## src/rtl/tq_pkg.sv

```systemverilog
// Shared types and constants for the timer queue.
package tq_pkg;

    localparam int TIMER_SLOTS_DEFAULT = 16;

    localparam int TIME_W   = 48;
    localparam int ID_W     = 32;
    localparam int PERIOD_W = 32;
    localparam int SCALE_W  = 20;
    localparam int PROD_W   = PERIOD_W + SCALE_W;

    localparam logic [SCALE_W-1:0] SCALE_RESET = SCALE_W'(1000);

    localparam logic [1:0] MODE_ADD    = 2'd0;
    localparam logic [1:0] MODE_REMOVE = 2'd1;
    localparam logic [1:0] MODE_TICK   = 2'd2;

    localparam logic [1:0] KIND_ADD_ACK = 2'd0;
    localparam logic [1:0] KIND_RM_ACK  = 2'd1;
    localparam logic [1:0] KIND_FIRE    = 2'd2;
    localparam logic [1:0] KIND_DONE    = 2'd3;

    localparam logic [1:0] STAT_OK      = 2'd0;
    localparam logic [1:0] STAT_FULL    = 2'd1;
    localparam logic [1:0] STAT_UNKNOWN = 2'd2;

    typedef struct packed {
        logic [ID_W-1:0]     id;
        logic [TIME_W-1:0]   expiration;
        logic [PERIOD_W-1:0] period;
    } tq_entry_t;

endpackage

```

## src/rtl/tq_mem.sv

```systemverilog
// Timer slot memory: one write port, one read port, registered read data.
module tq_mem #(
    parameter int DEPTH = 16,
    parameter int AW    = 4
) (
    input  logic                aclk,
    input  logic                wr_en,
    input  logic [AW-1:0]       wr_addr,
    input  tq_pkg::tq_entry_t   wr_data,
    input  logic [AW-1:0]       rd_addr,
    output tq_pkg::tq_entry_t   rd_data
);
    import tq_pkg::*;

    tq_entry_t mem [DEPTH];
    tq_entry_t rd_data_reg;

    always_ff @(posedge aclk) begin
        if (wr_en) begin
            mem[wr_addr] <= wr_data;
        end
        rd_data_reg <= mem[rd_addr];
    end

    assign rd_data = rd_data_reg;

endmodule

```

## src/rtl/timer_queue_oneshot_periodic.sv

```systemverilog
// Timer queue top level: slot table, scan sequencer, rearm arithmetic, result register.
//
// A table of TIMER_SLOTS one-shot or periodic timers. Slot contents (id, expiration,
// period) live in a single-port-write memory with a registered read; per-slot valid
// bits are flops cleared by reset, so no clearing pass is needed. An add finishes
// in the cycle it is accepted (lowest free slot from the valid bits) and answers
// one word. A remove reads every slot once. A tick runs one full read pass of the
// memory per fired timer to pick the earliest (expiration, then lowest id) due timer,
// fires it, frees it if one-shot or rearms it with a registered period*scale multiply
// and a saturating add, then runs one pass that finds nothing more due and one more
// pass for the next pending expiration. Each input item is handled alone; the next
// is taken once its last result word is in the output register and that register
// is free. Results may stall on m_ready without losing words. period_scale is
// written on the cfg port, always ready.
module timer_queue_oneshot_periodic #(
    parameter int TIMER_SLOTS = tq_pkg::TIMER_SLOTS_DEFAULT
) (
    input  logic                          aclk,
    input  logic                          aresetn,
    input  logic                          cfg_valid,
    output logic                          cfg_ready,
    input  logic [tq_pkg::SCALE_W-1:0]    cfg_data,
    input  logic                          s_valid,
    output logic                          s_ready,
    input  logic [1:0]                    s_mode,
    input  logic [tq_pkg::TIME_W-1:0]     s_expire_at,
    input  logic [tq_pkg::PERIOD_W-1:0]   s_period_ms,
    input  logic [tq_pkg::ID_W-1:0]       s_target_id,
    input  logic [tq_pkg::TIME_W-1:0]     s_current_time,
    output logic                          m_valid,
    input  logic                          m_ready,
    output logic [1:0]                    m_kind,
    output logic [tq_pkg::ID_W-1:0]       m_timer_id,
    output logic [1:0]                    m_status,
    output logic [tq_pkg::TIME_W-1:0]     m_next_expiration,
    output logic                          m_next_valid,
    output logic                          m_last
);
    import tq_pkg::*;

    localparam int IDX_W = (TIMER_SLOTS > 1) ? $clog2(TIMER_SLOTS) : 1;
    localparam int CNT_W = $clog2(TIMER_SLOTS + 1);

    typedef enum logic [3:0] {
        ST_IDLE, ST_RM_SCAN, ST_RM_DONE, ST_TK_SCAN, ST_TK_FIRE,
        ST_TK_MUL, ST_TK_WR, ST_NX_SCAN, ST_TK_DONE
    } state_t;

    state_t                 state_reg;
    logic [SCALE_W-1:0]     scale_reg;
    logic [TIMER_SLOTS-1:0] valid_reg;
    logic [TIMER_SLOTS-1:0] fired_reg;
    logic [ID_W-1:0]        id_ctr_reg;
    logic [ID_W-1:0]        target_reg;
    logic [TIME_W-1:0]      now_reg;

    // scan pipeline: address counter, then one stage matching the memory latency
    logic [CNT_W-1:0]       cnt_reg;
    logic                   pipe_v_reg;
    logic [IDX_W-1:0]       pipe_idx_reg;

    // running best candidate of a scan
    logic                   found_reg;
    logic [IDX_W-1:0]       best_idx_reg;
    logic [ID_W-1:0]        best_id_reg;
    logic [TIME_W-1:0]      best_exp_reg;
    logic [PERIOD_W-1:0]    best_period_reg;
    logic [PROD_W-1:0]      prod_reg;

    // result register
    logic                   m_valid_reg;
    logic [1:0]             m_kind_reg;
    logic [ID_W-1:0]        m_id_reg;
    logic [1:0]             m_status_reg;
    logic [TIME_W-1:0]      m_nexp_reg;
    logic                   m_nvalid_reg;
    logic                   m_last_reg;

    logic                   out_free;
    logic                   out_load;
    logic                   in_acc;
    logic                   scan_more;
    logic                   scan_end;
    logic                   take;
    logic                   free_any;
    logic [IDX_W-1:0]       free_idx;
    logic [ID_W-1:0]        id_next;
    logic [PROD_W:0]        sum;
    logic [TIME_W-1:0]      rearm_exp;
    logic                   mem_we;
    logic [IDX_W-1:0]       mem_waddr;
    tq_entry_t              mem_wdata;
    logic [IDX_W-1:0]       mem_raddr;
    tq_entry_t              rd_entry;

    tq_mem #(
        .DEPTH (TIMER_SLOTS),
        .AW    (IDX_W)
    ) u_mem (
        .aclk    (aclk),
        .wr_en   (mem_we),
        .wr_addr (mem_waddr),
        .wr_data (mem_wdata),
        .rd_addr (mem_raddr),
        .rd_data (rd_entry)
    );

    assign cfg_ready = 1'b1;
    assign out_free  = !m_valid_reg || m_ready;
    assign s_ready   = (state_reg == ST_IDLE) && out_free;
    assign in_acc    = s_valid && s_ready;

    // a new word enters the result register this cycle
    assign out_load  = (in_acc && (s_mode == MODE_ADD))
                    || (out_free && ((state_reg == ST_RM_DONE) || (state_reg == ST_TK_FIRE)
                                     || (state_reg == ST_TK_DONE)));

    assign scan_more = cnt_reg != CNT_W'(TIMER_SLOTS);
    assign scan_end  = !scan_more && !pipe_v_reg;
    assign mem_raddr = scan_more ? cnt_reg[IDX_W-1:0] : '0;

    // lowest free slot
    always_comb begin
        free_any = 1'b0;
        free_idx = '0;
        for (int i = TIMER_SLOTS - 1; i >= 0; i--) begin
            if (!valid_reg[i]) begin
                free_any = 1'b1;
                free_idx = IDX_W'(i);
            end
        end
    end

    assign id_next = (id_ctr_reg == '1) ? ID_W'(1) : id_ctr_reg + ID_W'(1);

    // rearm time, saturating at the top of the time range
    assign sum       = {{(PROD_W + 1 - TIME_W){1'b0}}, now_reg} + {1'b0, prod_reg};
    assign rearm_exp = (sum[PROD_W:TIME_W] != '0) ? '1 : sum[TIME_W-1:0];

    // candidate test on the word coming out of memory
    always_comb begin
        take = 1'b0;
        if (pipe_v_reg && valid_reg[pipe_idx_reg]) begin
            unique case (state_reg)
                ST_RM_SCAN: take = !found_reg && (rd_entry.id == target_reg);
                ST_TK_SCAN: take = !fired_reg[pipe_idx_reg]
                                && (rd_entry.expiration <= now_reg)
                                && (!found_reg
                                    || (rd_entry.expiration < best_exp_reg)
                                    || ((rd_entry.expiration == best_exp_reg)
                                        && (rd_entry.id < best_id_reg)));
                ST_NX_SCAN: take = !found_reg || (rd_entry.expiration < best_exp_reg);
                default:    take = 1'b0;
            endcase
        end
    end

    // memory write: new timer on add, rearmed expiration on tick
    always_comb begin
        mem_we    = 1'b0;
        mem_waddr = best_idx_reg;
        mem_wdata = '{id: best_id_reg, expiration: rearm_exp, period: best_period_reg};
        if (state_reg == ST_TK_WR) begin
            mem_we = 1'b1;
        end else if (in_acc && (s_mode == MODE_ADD) && free_any) begin
            mem_we    = 1'b1;
            mem_waddr = free_idx;
            mem_wdata = '{id: id_next, expiration: s_expire_at, period: s_period_ms};
        end
    end

    always_ff @(posedge aclk) begin
        if (!aresetn) begin
            state_reg   <= ST_IDLE;
            scale_reg   <= SCALE_RESET;
            valid_reg   <= '0;
            fired_reg   <= '0;
            id_ctr_reg  <= '0;
            cnt_reg     <= '0;
            pipe_v_reg  <= 1'b0;
            found_reg   <= 1'b0;
            m_valid_reg <= 1'b0;
        end else begin
            if (cfg_valid) begin
                scale_reg <= cfg_data;
            end
            if (out_load) begin
                m_valid_reg <= 1'b1;
            end else if (m_ready) begin
                m_valid_reg <= 1'b0;
            end

            // scan address and pipeline stage
            if (state_reg == ST_RM_SCAN || state_reg == ST_TK_SCAN
                    || state_reg == ST_NX_SCAN) begin
                pipe_v_reg   <= scan_more;
                pipe_idx_reg <= cnt_reg[IDX_W-1:0];
                if (scan_more) begin
                    cnt_reg <= cnt_reg + CNT_W'(1);
                end
                if (take) begin
                    found_reg       <= 1'b1;
                    best_idx_reg    <= pipe_idx_reg;
                    best_id_reg     <= rd_entry.id;
                    best_exp_reg    <= rd_entry.expiration;
                    best_period_reg <= rd_entry.period;
                end
            end

            unique case (state_reg)
                ST_IDLE: begin
                    cnt_reg    <= '0;
                    pipe_v_reg <= 1'b0;
                    found_reg  <= 1'b0;
                    if (in_acc) begin
                        target_reg <= s_target_id;
                        now_reg    <= s_current_time;
                        fired_reg  <= '0;
                        unique case (s_mode)
                            MODE_ADD: begin
                                m_kind_reg   <= KIND_ADD_ACK;
                                m_nexp_reg   <= '0;
                                m_nvalid_reg <= 1'b0;
                                m_last_reg   <= 1'b1;
                                if (free_any) begin
                                    valid_reg[free_idx] <= 1'b1;
                                    id_ctr_reg          <= id_next;
                                    m_id_reg            <= id_next;
                                    m_status_reg        <= STAT_OK;
                                end else begin
                                    m_id_reg     <= '0;
                                    m_status_reg <= STAT_FULL;
                                end
                            end
                            MODE_REMOVE: state_reg <= ST_RM_SCAN;
                            MODE_TICK:   state_reg <= ST_TK_SCAN;
                            default:     state_reg <= ST_IDLE;
                        endcase
                    end
                end
                ST_RM_SCAN: begin
                    if (scan_end) begin
                        state_reg <= ST_RM_DONE;
                    end
                end
                ST_RM_DONE: begin
                    if (out_free) begin
                        m_kind_reg   <= KIND_RM_ACK;
                        m_id_reg     <= target_reg;
                        m_status_reg <= found_reg ? STAT_OK : STAT_UNKNOWN;
                        m_nexp_reg   <= '0;
                        m_nvalid_reg <= 1'b0;
                        m_last_reg   <= 1'b1;
                        if (found_reg) begin
                            valid_reg[best_idx_reg] <= 1'b0;
                        end
                        state_reg <= ST_IDLE;
                    end
                end
                ST_TK_SCAN: begin
                    if (scan_end) begin
                        if (found_reg) begin
                            state_reg <= ST_TK_FIRE;
                        end else begin
                            cnt_reg   <= '0;
                            state_reg <= ST_NX_SCAN;
                        end
                    end
                end
                ST_TK_FIRE: begin
                    if (out_free) begin
                        m_kind_reg   <= KIND_FIRE;
                        m_id_reg     <= best_id_reg;
                        m_status_reg <= STAT_OK;
                        m_nexp_reg   <= '0;
                        m_nvalid_reg <= 1'b0;
                        m_last_reg   <= 1'b0;
                        fired_reg[best_idx_reg] <= 1'b1;
                        if (best_period_reg == '0) begin
                            valid_reg[best_idx_reg] <= 1'b0;
                            cnt_reg   <= '0;
                            found_reg <= 1'b0;
                            state_reg <= ST_TK_SCAN;
                        end else begin
                            state_reg <= ST_TK_MUL;
                        end
                    end
                end
                ST_TK_MUL: begin
                    prod_reg  <= PROD_W'(best_period_reg) * PROD_W'(scale_reg);
                    state_reg <= ST_TK_WR;
                end
                ST_TK_WR: begin
                    // memory write of the rearmed slot happens at this edge
                    cnt_reg   <= '0;
                    found_reg <= 1'b0;
                    state_reg <= ST_TK_SCAN;
                end
                ST_NX_SCAN: begin
                    if (scan_end) begin
                        state_reg <= ST_TK_DONE;
                    end
                end
                ST_TK_DONE: begin
                    if (out_free) begin
                        m_kind_reg   <= KIND_DONE;
                        m_id_reg     <= '0;
                        m_status_reg <= STAT_OK;
                        m_nexp_reg   <= found_reg ? best_exp_reg : '0;
                        m_nvalid_reg <= found_reg;
                        m_last_reg   <= 1'b1;
                        state_reg    <= ST_IDLE;
                    end
                end
                default: state_reg <= ST_IDLE;
            endcase
        end
    end

    assign m_valid           = m_valid_reg;
    assign m_kind            = m_kind_reg;
    assign m_timer_id        = m_id_reg;
    assign m_status          = m_status_reg;
    assign m_next_expiration = m_nexp_reg;
    assign m_next_valid      = m_nvalid_reg;
    assign m_last            = m_last_reg;

    // issued ids never return to zero
    a_id_nonzero: assert property (@(posedge aclk) disable iff (!aresetn)
        (id_ctr_reg != '0) |=> (id_ctr_reg != '0))
        else $error("id counter returned to zero");

    // only fire words are non-final
    a_nonlast_is_fire: assert property (@(posedge aclk) disable iff (!aresetn)
        (m_valid_reg && !m_last_reg) |-> (m_kind_reg == KIND_FIRE))
        else $error("non-final result is not a fire");

    // an add never overwrites a live slot
    a_add_free_slot: assert property (@(posedge aclk) disable iff (!aresetn)
        (mem_we && (state_reg == ST_IDLE)) |-> !valid_reg[mem_waddr])
        else $error("add wrote an occupied slot");

    // a fire word only leaves the tick fire state
    a_fire_source: assert property (@(posedge aclk) disable iff (!aresetn)
        ($rose(m_valid_reg) && (m_kind_reg == KIND_FIRE)) |-> ($past(state_reg) == ST_TK_FIRE))
        else $error("fire word from wrong state");

endmodule
```

## config.mk

```make
export PLATFORM = sky130hd
export DESIGN_NAME = timer_queue_oneshot_periodic
export DESIGN_NICKNAME = d
export VERILOG_FILES = /design/src/rtl/tq_pkg.sv /design/src/rtl/tq_mem.sv /design/src/rtl/timer_queue_oneshot_periodic.sv
export SDC_FILE = /design/constraint.sdc
export NUM_CORES = 2
export LEC_CHECK = 0
export ABC_AREA = 1
export BUFFER_PORTS_ARGS = -buffer_cell sky130_fd_sc_hd__buf_2
export CORE_ASPECT_RATIO = 1.25
export CORE_MARGIN = 1.5
export CORE_UTILIZATION = 60
export CTS_BUF_LIST = sky130_fd_sc_hd__clkbuf_16
export DETAILED_ROUTE_END_ITERATION = 6
export GPL_TIMING_DRIVEN = 1
export PLACE_DENSITY = 0.82
export RECOVER_POWER = 100
export REMOVE_ABC_BUFFERS = 1
export SLEW_MARGIN = 20
export SYNTH_ARGS = -nofsm -noshare
export SYNTH_HDL_FRONTEND = slang
export SYNTH_SLANG_ARGS = --single-unit
```

## constraint.sdc

```tcl
create_clock -name aclk -period 10.35 [get_ports aclk]
set_input_delay 1.5525 -clock aclk [delete_from_list [all_inputs] [get_ports aclk]]
set_output_delay 1.5525 -clock aclk [all_outputs]
set_load 0.005 [all_outputs]
```

# Word-level counts from Yosys, hierarchy flattened
# Memory sizes are Yosys's and may differ from the RTL's. A register that Yosys moved wholly into a read port is not among the register bits.
# Cells that the tools add are included.
[totals] elab_cells=247 input_bits=187 ff_bits=434 ram_bits=1792 memories=1 output_inout_bits=89
[memory_table] memory="u_mem.mem" words=16 width=112 rd=1 rd_clocked_by_memory_dff=1 write_ports=1 line_no="tq_mem.sv:15" text="tq_entry_t mem [DEPTH];"
[classes] n_reduce_logical=54 n_bitwise=5 muxes=123 n_addsub=3 n_eq_ne=29 n_lt_le_gt_ge=8 n_mul=1
[op_table] operator="48-bit two-way mux" n=6
[op_table] operator="112-bit two-way mux" n=2
[op_table] operator="32-bit two-way mux" n=7
[op_table] operator="16-bit two-way mux" n=9
[op_table] operator="48-bit case mux with 3 select lines" n=1
[op_table] operator="32-bit case mux with 4 select lines" n=1
[op_table] operator="4-bit two-way mux" n=25
[op_table] operator="48-bit by 52-bit adder with 53-bit output" n=1
[op_table] operator="32-bit by 20-bit multiplier with 52-bit output" n=1
[op_table] operator="48-bit equality test" n=1
[op_table] operator="48-bit less-or-equal comparator" n=1
[op_table] operator="48-bit less-than comparator" n=1
[op_table] operator="16-bit case mux with 3 select lines" n=1
[op_table] operator="1-bit two-way mux" n=39
[op_table] operator="32-bit by 1-bit adder with 32-bit output (second input constant)" n=1
[op_table] operator="32-bit equality test" n=1
[op_table] operator="32-bit equality test (second input constant)" n=1
[op_table] operator="32-bit logical NOT" n=1
[op_table] operator="32-bit less-than comparator" n=1
[op_table] operator="16-bit OR" n=2
[op_table] operator="16-bit case mux with 2 select lines" n=1
[op_table] operator="4-bit case mux with 8 select lines" n=1
[op_table] operator="5-bit two-way mux" n=6
[op_table] operator="2-bit two-way mux" n=11
[op_table] operator="other kinds (40)" n=101

# Logic depth before layout (Yosys ltp)
[logic_depth] ltp_word=25 depth_mapped=28

# Hierarchy
# Synthesis repeated with hierarchy kept, for this count alone.
[unflattened] cells_unflattened=13331 hier_area_um2=125904.5
[modules_own_cells] module="tq_mem" instances=1 cells_each=7347 area_each_um2=78783.1
[modules_own_cells] module="timer_queue_oneshot_periodic" instances=1 cells_each=5984 area_each_um2=47121.4

# Worst setup path before layout
# OpenSTA, ideal clock, no wires.
[synth_path] kind="in2reg" from="in m_ready" to="mem u_mem.mem[1][0] (netlist name), enable pin" cell_stages=9 arrival_ps=7285 path_buffers=0 slack_ps=2481 cell_sequence="nor2_1 -> nor2_4 -> nand2_2 -> nor2_2 -> inv_2 -> nor2_8 -> o21ai_0 -> nand3_1 -> nor2_1"
[synth_between] elab_chain_cells=9 elab_cells_between_ends=11 classes_between="mux: 6; reduce/logical: 5"
[synth_rtl] element="from (decl)" line_no="timer_queue_oneshot_periodic.sv:31" text="input logic m_ready,"
[synth_rtl] element="1-bit logical OR (*)" line_no="timer_queue_oneshot_periodic.sv:109" text="assign out_free = !m_valid_reg || m_ready;"
[synth_rtl] element="1-bit logical AND (*)" line_no="timer_queue_oneshot_periodic.sv:110" text="assign s_ready = (state_reg == ST_IDLE) && out_free;"
[synth_rtl] element="via s_ready" line_no="timer_queue_oneshot_periodic.sv:24" text="output logic s_ready,"
[synth_rtl] element="1-bit logical AND (*)" line_no="timer_queue_oneshot_periodic.sv:111" text="assign in_acc = s_valid && s_ready;"
[synth_rtl] element="1-bit logical AND (*) (2 in a row)" line_no="timer_queue_oneshot_periodic.sv:165" text="end else if (in_acc && (s_mode == MODE_ADD) && free_any) begin"
[synth_rtl] element="1-bit two-way mux" line_no="timer_queue_oneshot_periodic.sv:165"
[synth_rtl] element="1-bit two-way mux" line_no="timer_queue_oneshot_periodic.sv:163" text="if (state_reg == ST_TK_WR) begin"
[synth_rtl] element="1-bit two-way mux" line_no="tq_mem.sv:19" text="if (wr_en) begin"
[synth_rtl] element="1-bit two-way mux (not written as such)" line_no="tq_mem.sv:20" text="mem[wr_addr] <= wr_data;"
[synth_rtl] element="to (decl)" line_no="tq_mem.sv:15"
# Mark *: on every way through the listed nets, which the timed path passes. The rest lies on a longest branch.

# Final worst setup path
[layout_path] from="reg state_reg[3]" to="mem u_mem.mem[15][12] (netlist name), enable pin"
[layout_between] elab_chain_cells=9 elab_cells_between_ends=12 classes_between="eq/ne: 1; mux: 6; reduce/logical: 5"
[layout_rtl] element="from (decl)" line_no="timer_queue_oneshot_periodic.sv:49" text="state_t state_reg;"
[layout_rtl] element="from (signal assigned)" line_no="timer_queue_oneshot_periodic.sv:174" text="state_reg <= ST_IDLE;"
[layout_rtl] element="from (signal assigned)" line_no="timer_queue_oneshot_periodic.sv:235" text="MODE_REMOVE: state_reg <= ST_RM_SCAN;"
[layout_rtl] element="from (signal assigned)" line_no="timer_queue_oneshot_periodic.sv:236" text="MODE_TICK: state_reg <= ST_TK_SCAN;"
[layout_rtl] element="4-bit logical NOT" line_no="timer_queue_oneshot_periodic.sv:110"
[layout_rtl] element="1-bit logical AND" line_no="timer_queue_oneshot_periodic.sv:110"
[layout_rtl] element="1-bit logical AND" line_no="timer_queue_oneshot_periodic.sv:111"
[layout_rtl] element="1-bit logical AND (2 in a row)" line_no="timer_queue_oneshot_periodic.sv:165"
[layout_rtl] element="1-bit two-way mux" line_no="timer_queue_oneshot_periodic.sv:165"
[layout_rtl] element="1-bit two-way mux" line_no="timer_queue_oneshot_periodic.sv:163"
[layout_rtl] element="1-bit two-way mux" line_no="tq_mem.sv:19"
[layout_rtl] element="1-bit two-way mux (not written as such)" line_no="tq_mem.sv:20"
# Several ways; a longest one is shown, not always the timed one.

==> flow_summary_export.csv <==
group,metric,value,unit
critical_path,cp_slowest_cell,"clkbuf_1",
layout,post-route-cell-area,0.130,mm^2
detailed_routing,remaining_drc_errors,1,
sta,fin_crit_sh,0.871,
sta,fin_hold_ws,395,ps
logic_synthesis,yosysMostFrequentCell,"nand2_1",
clock_network,cts_root_buf,"clkbuf_16",
place,hpwl,219000,um
logic_synthesis,synthDistinctLibCells,60,
logic_synthesis,syn_inst,11400,
worst_hold_path,worstHoldStart,"u_mem.rd_data[17]",
power_and_ir_drop,power_leakage,52.8,nW
logic_synthesis,synthArstFlopShare,0,
status,violations,"design-rule violations, max-capacitance violations, max-slew violations",
layout,fin_util,0.658,
critical_path,reg2reg_to,"u_mem.mem[15][12]",
floorplan,die_area,0.201,mm^2
critical_path,critPathKind,"flip-flop to flip-flop",
power_and_ir_drop,p_int,19.5,mW
sta,min_period,9010,ps
power_and_ir_drop,switching_share,0.375,
place,place_congestion,1.00,
sta,rsz0062_at_grt,"false",
clock_network,postCtsResizedCells,0,
detailed_routing,wl_per_cell,24.6,um
power_and_ir_drop,ir_drop,0.431,mV
logic_synthesis,yosysSeqAreaShare,0.572,
clock_network,clkTransAtPathRegs,80,ps
detailed_routing,first_pass_iters,7,
clock_network,cts_setup_buffers,0,
critical_path,worstPathArrival,9440,ps
clock_network,cts-buffers-inserted,212,
sta,slew_viol_final,1166,
clock_network,cts_htree_levels,4,
status,outcome,"finished, violations left",
logic_synthesis,ys_warn_count,0,
power_and_ir_drop,comb_power_share,0.367,
detailed_routing,vias,88000,
logic_synthesis,synthTopCellsByCount,"3418 x nand2_1, 2130 x edfxtp_1, 1294 x inv_1, 594 x nor2_1, 537 x fa_1",
run,cap_violations,35,
logic_synthesis,synth_edf_count,2130,
critical_path,reg2regPathDepth,15,
critical_path,start_kind,"flip-flop",
clock_network,clk_latency,940,ps
sta,finalSetupViolCount,0,
layout,syn_to_final_growth,8.84,%
floorplan,initial_utilization,0.605,
critical_path,r2r_setup_slack,1340,ps
power_and_ir_drop,clockPowerShare,0.258,
power_and_ir_drop,powerDensity,241,mW/mm^2
critical_path,crit_family,"buffers and inverters",
place,io_buffers,274,
sta,fmax,0.111,GHz
detailed_routing,via_per_inst,6.18,
detailed_routing,first_iter_violations,12000,
critical_path,end_kind,"flip-flop",
grt,grt_pass1_vias,87100,
layout,fin_nets,12500,
sta,hold_viol,0,
layout,fillers,14200,
clock_network,clockBufferDepth,3,
critical_path,cp_cell_sequence,"nor2_1, clkinv_1, nor2_1, inv_1, nor2_1, nand2_1, nor2_2, clkinv_1, nor2_1, clkbuf_1, o21ai_0, inv_1, nand3_1, nor2_1, clkbuf_4",
logic_synthesis,synthFlopType,"edfxtp_1",
worst_hold_path,hold_class,"flip-flop to flip-flop",
critical_path,crit_top_cell,"nor2_1",
sta,clock_skew,104,ps
power_and_ir_drop,power,31.2,mW
critical_path,critPathMaxFanout,96,
grt,grt_max_degree,212,
floorplan,die_h,501,um
place,dpl_cell_area,0.123,mm^2
logic_synthesis,synth.largest_area_cell,"edfxtp_1",
logic_synthesis,synth_area_leaders,"edfxtp_1 54%, nand2_1 11%, fa_1 9.0%",
clock_network,hold_buffers,0,
grt,grt_pass1_wl,518000,um
layout,drive_above_1_share,0.0610,
grt,overflow,0,
worst_hold_path,hold_end,"best_period_reg[17]",
critical_path,crit_buf_inv,6,
power_and_ir_drop,switching_power,11.7,mW
sta,relSlewSlack,-4.80,
clock_network,cts_tree,"done",
floorplan,die_x,401,um
detailed_routing,routed_wl,350000,um
critical_path,r2r-start,"state_reg[3]",
sta,worst_pin_slew,8700,ps
floorplan,ios,276,
floorplan,core_area,0.197,mm^2
detailed_routing,ant_nets,0,
grt,antenna_found_initial,15,
grt,grt_usage,0.343,
logic_synthesis,synth_seq_cells,2338,
critical_path,cp_slowest_stage_delay,2060,ps
clock_network,cts_sinks,2338,
logic_synthesis,synth_top_area_frac,0.537,
critical_path,critPathRequiredTime,10770,ps
floorplan,fp-row-count,182,
logic_synthesis,netlist_area,0.119,mm^2
layout,largest_register_ffs,1792,
worst_hold_path,holdPathStages,0,
power_and_ir_drop,seqPwrFrac,0.374,
logic_synthesis,avgSynthCellArea,10.4,um^2
## how the worst max path moves through the flow
| stage | start | slack [ps] | cells past startpoint | to |
|---|---|---|---|---|
| after CTS | best_period_reg[27] | 3040 | 22 | prod_reg[48] |
| after detailed placement | best_period_reg[27] | 3090 | 22 | prod_reg[48] |
| after global placement | scale_reg[11] | 2990 | 26 | prod_reg[50] |
| after floorplan | cnt_reg[3] | -38420 | 10 | u_mem.rd_data[100] |
| after global routing | state_reg[3] | 1300 | 15 | u_mem.mem[15][12] |
| final | state_reg[3] | 1340 | 15 | u_mem.mem[15][12] |
## cell type report
class / instances / area [um^2] / area share
clock inverters: 193 / 1870 / 0.0145
repair buffers: 416 / 2460 / 0.0190
multi-input cells: 7177 / 43600 / 0.337
clock buffers: 212 / 5310 / 0.0409
flip-flops and latches: 2338 / 68100 / 0.526
inverters: 1316 / 4960 / 0.0383
diodes: 4 / 10.0 / 0.0000772
well taps: 2576 / 3220 / 0.0249
## power groups by stage
stage,clock (mW),combinational (mW),sequential [mW]
final,8.06,11.5,11.7
after global routing,8.42,12.7,11.7
after CTS,8.08,11.5,11.6
after detailed placement,0,11.4,11.8
after global placement,0,11.3,11.8
after floorplan,0,8.03,11.7
## layer usage
layer / vias up / wire length [um] / part of all wire / track usage
met4: 18 / 16600 / 0.048 / 0.156
met3: 1082 / 44100 / 0.13 / 0.0756
met2: 6009 / 164000 / 0.47 / 0.551
met5: - / 187 / 0.00053 / 0
li1: 38300 / - / - / -
met1: 42500 / 125000 / 0.36 / 0.449
## through the flow
stage / std cells / setup TNS [ps] / worst slack, ps
6_report: 14200 / 0 / 1340
4_1_cts: 14200 / 0 / 3040
5_1_grt: 14200 / 0 / 1300
2_1_floorplan: 10800 / -4283710 / -38420
3_5_place_dp: 13800 / 0 / 3090
3_3_place_gp: 13800 / 0 / 2990
## cell usage in the layout (no fill, tap or decap), types with 19 or more instances in the layout
cell type / instances
a211oi_1: 25
a21oi_1: 292
a31oi_1: 401
a32oi_1: 74
buf_12: 21
buf_2: 216
buf_4: 71
bufinv_16: 25
clkbuf_1: 102
clkbuf_16: 212
clkinv_1: 44
clkinv_2: 43
dfxtp_1: 204
edfxtp_1: 2130
fa_1: 537
ha_1: 342
inv_1: 1347
nand2_1: 3422
nand3_1: 400
nand4_1: 203
nor2_1: 588
nor3_1: 55
nor4_1: 20
o21a_1: 19
o21ai_0: 499
o21ai_1: 23
o221ai_1: 26
or2_2: 20
xnor2_1: 37
xor2_1: 67
## worst register-to-register path, delay by kind of cell, from the launching register on
family	cells	cell delay, ps
AND/OR/NAND/NOR	8	2850
buffers and inverters	6	4440
flip-flops	1	360
AO/OA/AOI/OAI	1	570
## kinds of logic after synthesis
| family | synth area share |
|---|---|
| AOI/OAI and AO/OA | 0.0702 |
| xor gates and xnor gates | 0.00765 |
| adders and majority gates | 0.126 |
| buffers and inverters | 0.0618 |
| DFF | 0.572 |
| other | 0.0000315 |
| and+or+nand+nor | 0.162 |
(Power assumes the default switching activity.)
